## src/sv/fbm_pkg.sv

```systemverilog
// Shared types, constants and codes of the frame bitmap allocator.
`default_nettype none

package fbm_pkg;

    localparam int DEF_MAX_FRAMES = 4096;
    localparam int DEF_WORD_BITS  = 32;

    localparam int CMD_W    = 2;
    localparam int FRAME_W  = 12;
    localparam int LEN_W    = 13;
    localparam int STATUS_W = 2;
    localparam int CNT_W    = 13;

    localparam logic [LEN_W-1:0] FC_RESET = 13'd4096;

    typedef enum logic [CMD_W-1:0] {
        CMD_MARK  = 2'd0,
        CMD_FREE  = 2'd1,
        CMD_FIND  = 2'd2,
        CMD_ALLOC = 2'd3
    } t_cmd;

    typedef enum logic [STATUS_W-1:0] {
        ST_OK    = 2'd0,
        ST_NOFIT = 2'd1,
        ST_BAD   = 2'd2
    } t_status;

    typedef struct packed {
        logic clear;
        logic load;
        logic start;
        logic modify;
        logic scan;
        logic commit;
    } t_ctl_cmd;

    typedef struct packed {
        logic clear_last;
        logic early_done;
        logic rmw;
        logic scan_done;
    } t_dp_stat;

endpackage

`default_nettype wire

```

## src/sv/fbm_ctrl.sv

```systemverilog
// Controller state machine of the frame bitmap allocator.
`default_nettype none

module fbm_ctrl
    import fbm_pkg::*;
(
    input  wire logic     i_clk,
    input  wire logic     i_rst_n,
    input  wire logic     i_in_valid,
    input  wire logic     i_out_stall,
    input  wire t_dp_stat i_stat,
    output t_ctl_cmd      o_cmd,
    output logic          o_in_stall,
    output logic          o_out_valid
);

    typedef enum logic [5:0] {
        S_CLEAR  = 6'b000001,
        S_IDLE   = 6'b000010,
        S_START  = 6'b000100,
        S_MODIFY = 6'b001000,
        S_SCAN   = 6'b010000,
        S_FINISH = 6'b100000
    } t_state;

    t_state r_state;
    t_state n_state;
    logic   r_out_valid;
    logic   n_out_valid;

    always_comb begin
        n_state     = r_state;
        n_out_valid = r_out_valid;
        o_cmd       = '0;
        if (r_out_valid && !i_out_stall) begin
            n_out_valid = 1'b0;
        end
        unique case (r_state)
            S_CLEAR: begin
                o_cmd.clear = 1'b1;
                if (i_stat.clear_last) begin
                    n_state = S_IDLE;
                end
            end
            S_IDLE: begin
                if (i_in_valid) begin
                    o_cmd.load = 1'b1;
                    n_state    = S_START;
                end
            end
            S_START: begin
                o_cmd.start = 1'b1;
                if (i_stat.early_done) begin
                    n_state = S_FINISH;
                end else if (i_stat.rmw) begin
                    n_state = S_MODIFY;
                end else begin
                    n_state = S_SCAN;
                end
            end
            S_MODIFY: begin
                o_cmd.modify = 1'b1;
                n_state      = S_FINISH;
            end
            S_SCAN: begin
                o_cmd.scan = 1'b1;
                if (i_stat.scan_done) begin
                    n_state = S_FINISH;
                end
            end
            S_FINISH: begin
                if (!r_out_valid || !i_out_stall) begin
                    o_cmd.commit = 1'b1;
                    n_out_valid  = 1'b1;
                    n_state      = S_IDLE;
                end
            end
            default: begin
                n_state = S_CLEAR;
            end
        endcase
    end

    always_ff @(posedge i_clk) begin
        if (!i_rst_n) begin
            r_state     <= S_CLEAR;
            r_out_valid <= 1'b0;
        end else begin
            r_state     <= n_state;
            r_out_valid <= n_out_valid;
        end
    end

    assign o_in_stall  = (r_state != S_IDLE);
    assign o_out_valid = r_out_valid;

endmodule

`default_nettype wire

```

## config.mk

```make
export PLATFORM = sky130hd
export DESIGN_NAME = fbm_ctrl
export DESIGN_NICKNAME = d
export VERILOG_FILES = /design/src/sv/fbm_pkg.sv /design/src/sv/fbm_ctrl.sv
export SDC_FILE = /design/constraint.sdc
export NUM_CORES = 1
export LEC_CHECK = 0
export BUFFER_PORTS_ARGS = -buffer_cell sky130_fd_sc_hd__clkbuf_2
export CAP_MARGIN = 20
export CORE_AREA = 3 3 40 42
export DETAILED_ROUTE_END_ITERATION = 16
export DIE_AREA = 0 0 43 45
export HOLD_SLACK_MARGIN = 0.1
export PLACE_DENSITY_LB_ADDON = 0.3
export SYNTH_ARGS = -nofsm -noshare
export SYNTH_HDL_FRONTEND = slang
export SYNTH_SLANG_ARGS = --single-unit
```

## constraint.sdc

```tcl
create_clock -name i_clk -period 1.8 [get_ports i_clk]
set_input_delay 0 -clock i_clk [delete_from_list [all_inputs] [get_ports i_clk]]
set_output_delay 0 -clock i_clk [all_outputs]
set_load 0.005 [all_outputs]
```

==> key figures <==
Critical path
  • Largest stage delay on the critical path: 0.53 ns
  • Startpoint types: flip-flop
  • Crit path max-delay family: simple AND/OR/NAND/NOR gates
  • R2R cell count: 4
  • Worst Path Max Fanout: 8
  • CP Cell Sequence: or4_4, maj3_2, nor3_2, nand2_1
  • WP data arrival: 1.72 ns
  • Buffers & Inverters on Critical Path: 0
  • Max stage delay cell, worst path: or4_4
  • Worst endpoint required time: 1.95 ns
  • Setup CP Type: flip-flop to flip-flop
  • Worst path depth: 4
  • Critical Path End Type: flip-flop

Cells and area
  • Fin cells: 99
  • Layout area overhead: 42.1%
  • Util after Layout: 51.9%
  • Most frequent cells in the layout: 15 x clkbuf_2, 7 x nor2_1, 7 x dlygate4sd3_1, 7 x dfxtp_1
  • Most common cell after layout, fill and taps aside: clkbuf_2
  • Number of diodes: 0
  • Nets: 93
  • Layout cell share with drive strength beyond 1: 31.0%

Hold path
  • WHS Path Cells: 3
  • Min-Delay Path Class: primary input to flip-flop

Flow run
  • Max cap viols: 0

GRT
  • Global route overflow: 0
  • First-pass GRT wire length: 1820 µm
  • Initial antenna violation count: 0
  • Global Route Usage Sum: 13.1%
  • Pin count of the biggest net entering global routing: 11
  • Vias in the first global route: 438

Logic synthesis
  • Syn. warnings: 0
  • Cell taking the most area after synthesis: dfxtp_1
  • Area of the mapped netlist: 469 µm²
  • Area share of the largest cell type after synthesis: 29.9%
  • Net Count, Synth: 65
  • Main area contributors after synthesis: dfxtp_1 30%, nor2_1 5.6%, nand4b_1 5.6%
  • Cells after Synth: 57
  • Part of the Yosys area used for sequential elements: 29.9%
  • Yosys reg bits: 7
  • Syn avg cell area: 8.23 µm²
  • Unique masters post-synth: 27

Timing
  • Fin crit share: 87.1%
  • Normalized max-slew margin: 74.6%
  • Achievable Freq: 0.638 GHz
  • Fin. Hold Viols: 0
  • Min Hold Slack: 0.509 ns
  • Max-slew violation count: 0
  • Unrepaired setup endpoints after global routing: no
  • Setup-failing EPs final: 0
  • Tightest Pin Transition: 0.381 ns
  • TNS Setup: 0 ns
  • Min cycle time layout: 1.57 ns
  • Post-Route Skew: 0.00623 ns

Clock network
  • Sink Count: 7
  • CTS Buf Count: 3
  • CTS max path bufs: 2
  • H-tree depth: 1
  • Worst-Skew Late Latency: 0.26 ns
  • Worst-path clk slew: 0.06 ns
  • Clock tree root driver cell: clkbuf_4
  • CTS tree: built

Placed design
  • Post-placement cell count: 88
  • DP HPWL: 869 µm
  • # port buffers: 15
  • Gpl congestion: 0.823

Power and ir drop
  • LEAKAGE: 0.299 nW
  • Power Dens Cells: 796 nW/µm²
  • Peak supply drop: 447 µV

Routing
  • Starting DRT DRC Count: 8
  • DRC Markers: 0
  • Avg WL per Cell: 11.8 µm
  • Initial DRT Pass Iterations: 4
  • Total Routed Length: 1160 µm
  • Vias per inst: 5.33
  • Overall via count from detail_route: 528
  • Post-route ant nets: 0

Outcome
  • Status: finished clean

Floorplanning
  • Die W: 43 µm
  • Initial Util: 36.5%
  • Core area: 1280 µm²
  • IO Pins: 16
  • FP Rows: 13
  • Die Ht: 45 µm
  • Full die area: 1940 µm²
==> layout make-up <==
type                       count  area [µm²]
multi-input combinational     44         299
fill                         124         618
timing repair buffer          25         168
sequential                     7         140
clock buffer                   4        26.3
inverter                       4        15.0
tap                           15        18.8
==> kinds of logic (layout without fill, tap and decap cells) <==
family                     after synthesis  after routing  synth area share (%)
and+or+nand+nor                         28             28                  38.1
AOI/OAI and AO/OA                       12             12                  17.6
DFF                                      7              7                  29.9
buffers and inverters                    6             33                  6.40
xor gates and xnor gates                 3              3                  5.60
adders and majority gates                1              1                  2.40
==> Yosys cell counts <==
cell / n
o32ai_1: 3
clkbuf_1: 1
o21ai_0: 4
inv_1: 4
xor2_1: 2
and3_1: 1
or4_1: 1
nand2b_1: 2
nor3b_2: 1
nor4_1: 2
maj3_2: 1
nand4b_1: 3
nor3_2: 1
nor3_1: 2
dfxtp_1: 7
nand2_1: 2
nand3b_1: 1
o21a_1: 1
nor2_1: 7
or4_4: 1
o31a_2: 1
a21oi_1: 2
buf_6: 1
nand4_1: 1
nor3b_1: 3
o221ai_1: 1
xnor2_1: 1
==> flip-flops by register name, indices dropped and copies added (netlist names) <==
register and cells:
r_state 6, o_out_valid 1
==> per-layer routing <==
metal	GRT usage, %	share of wire [%]	vias to the layer above
met1	17.1	49	234
met4	10.8	3.2	0
met5	0	0	-
met3	2.79	6.8	5
li1	-	-	270
met2	18.3	41	19
==> final timing paths <==
kind / start / to / slack (ns)
worst min register to register: o_out_valid / o_out_valid / 0.54
worst max-delay path: r_state[0] / r_state[0] / 0.23
worst max register to register: r_state[0] / r_state[0] / 0.23
worst min-delay path: i_in_valid / r_state[1] / 0.51
==> report_power, final <==
group | switching [mW] | leakage [nW] | internal (mW)
clock | 0.0626 | 0.0150 | 0.0849
combinational | 0.0834 | 0.227 | 0.0923
sequential | 0.0358 | 0.0569 | 0.172
==> metrics by stage <==
stage	power (mW)	worst slack [ns]	instance area, µm²
after floorplan	0.321	0.215	469
final	0.531	0.232	667
after detailed placement	0.375	0.251	571
after global routing	0.572	0.127	667
after CTS	0.535	0.236	667
after global placement	0.373	0.237	571
==> tightest hold or removal path: cells and delay by family <==
| family | cells | cell delay (ns) |
|---|---|---|
| AOI/OAI and AO/OA | 1 | 0.08 |
| buffers and inverters | 2 | 0.64 |
==> timing repair <==
action                                 4_1_cts  5_1_grt
setup buffers                                0        0
hold buffers                                 7        0
endpoints found under the hold margin        5        0
resized for setup                            0        0
Note: power is estimated with default switching activity, not from simulation.
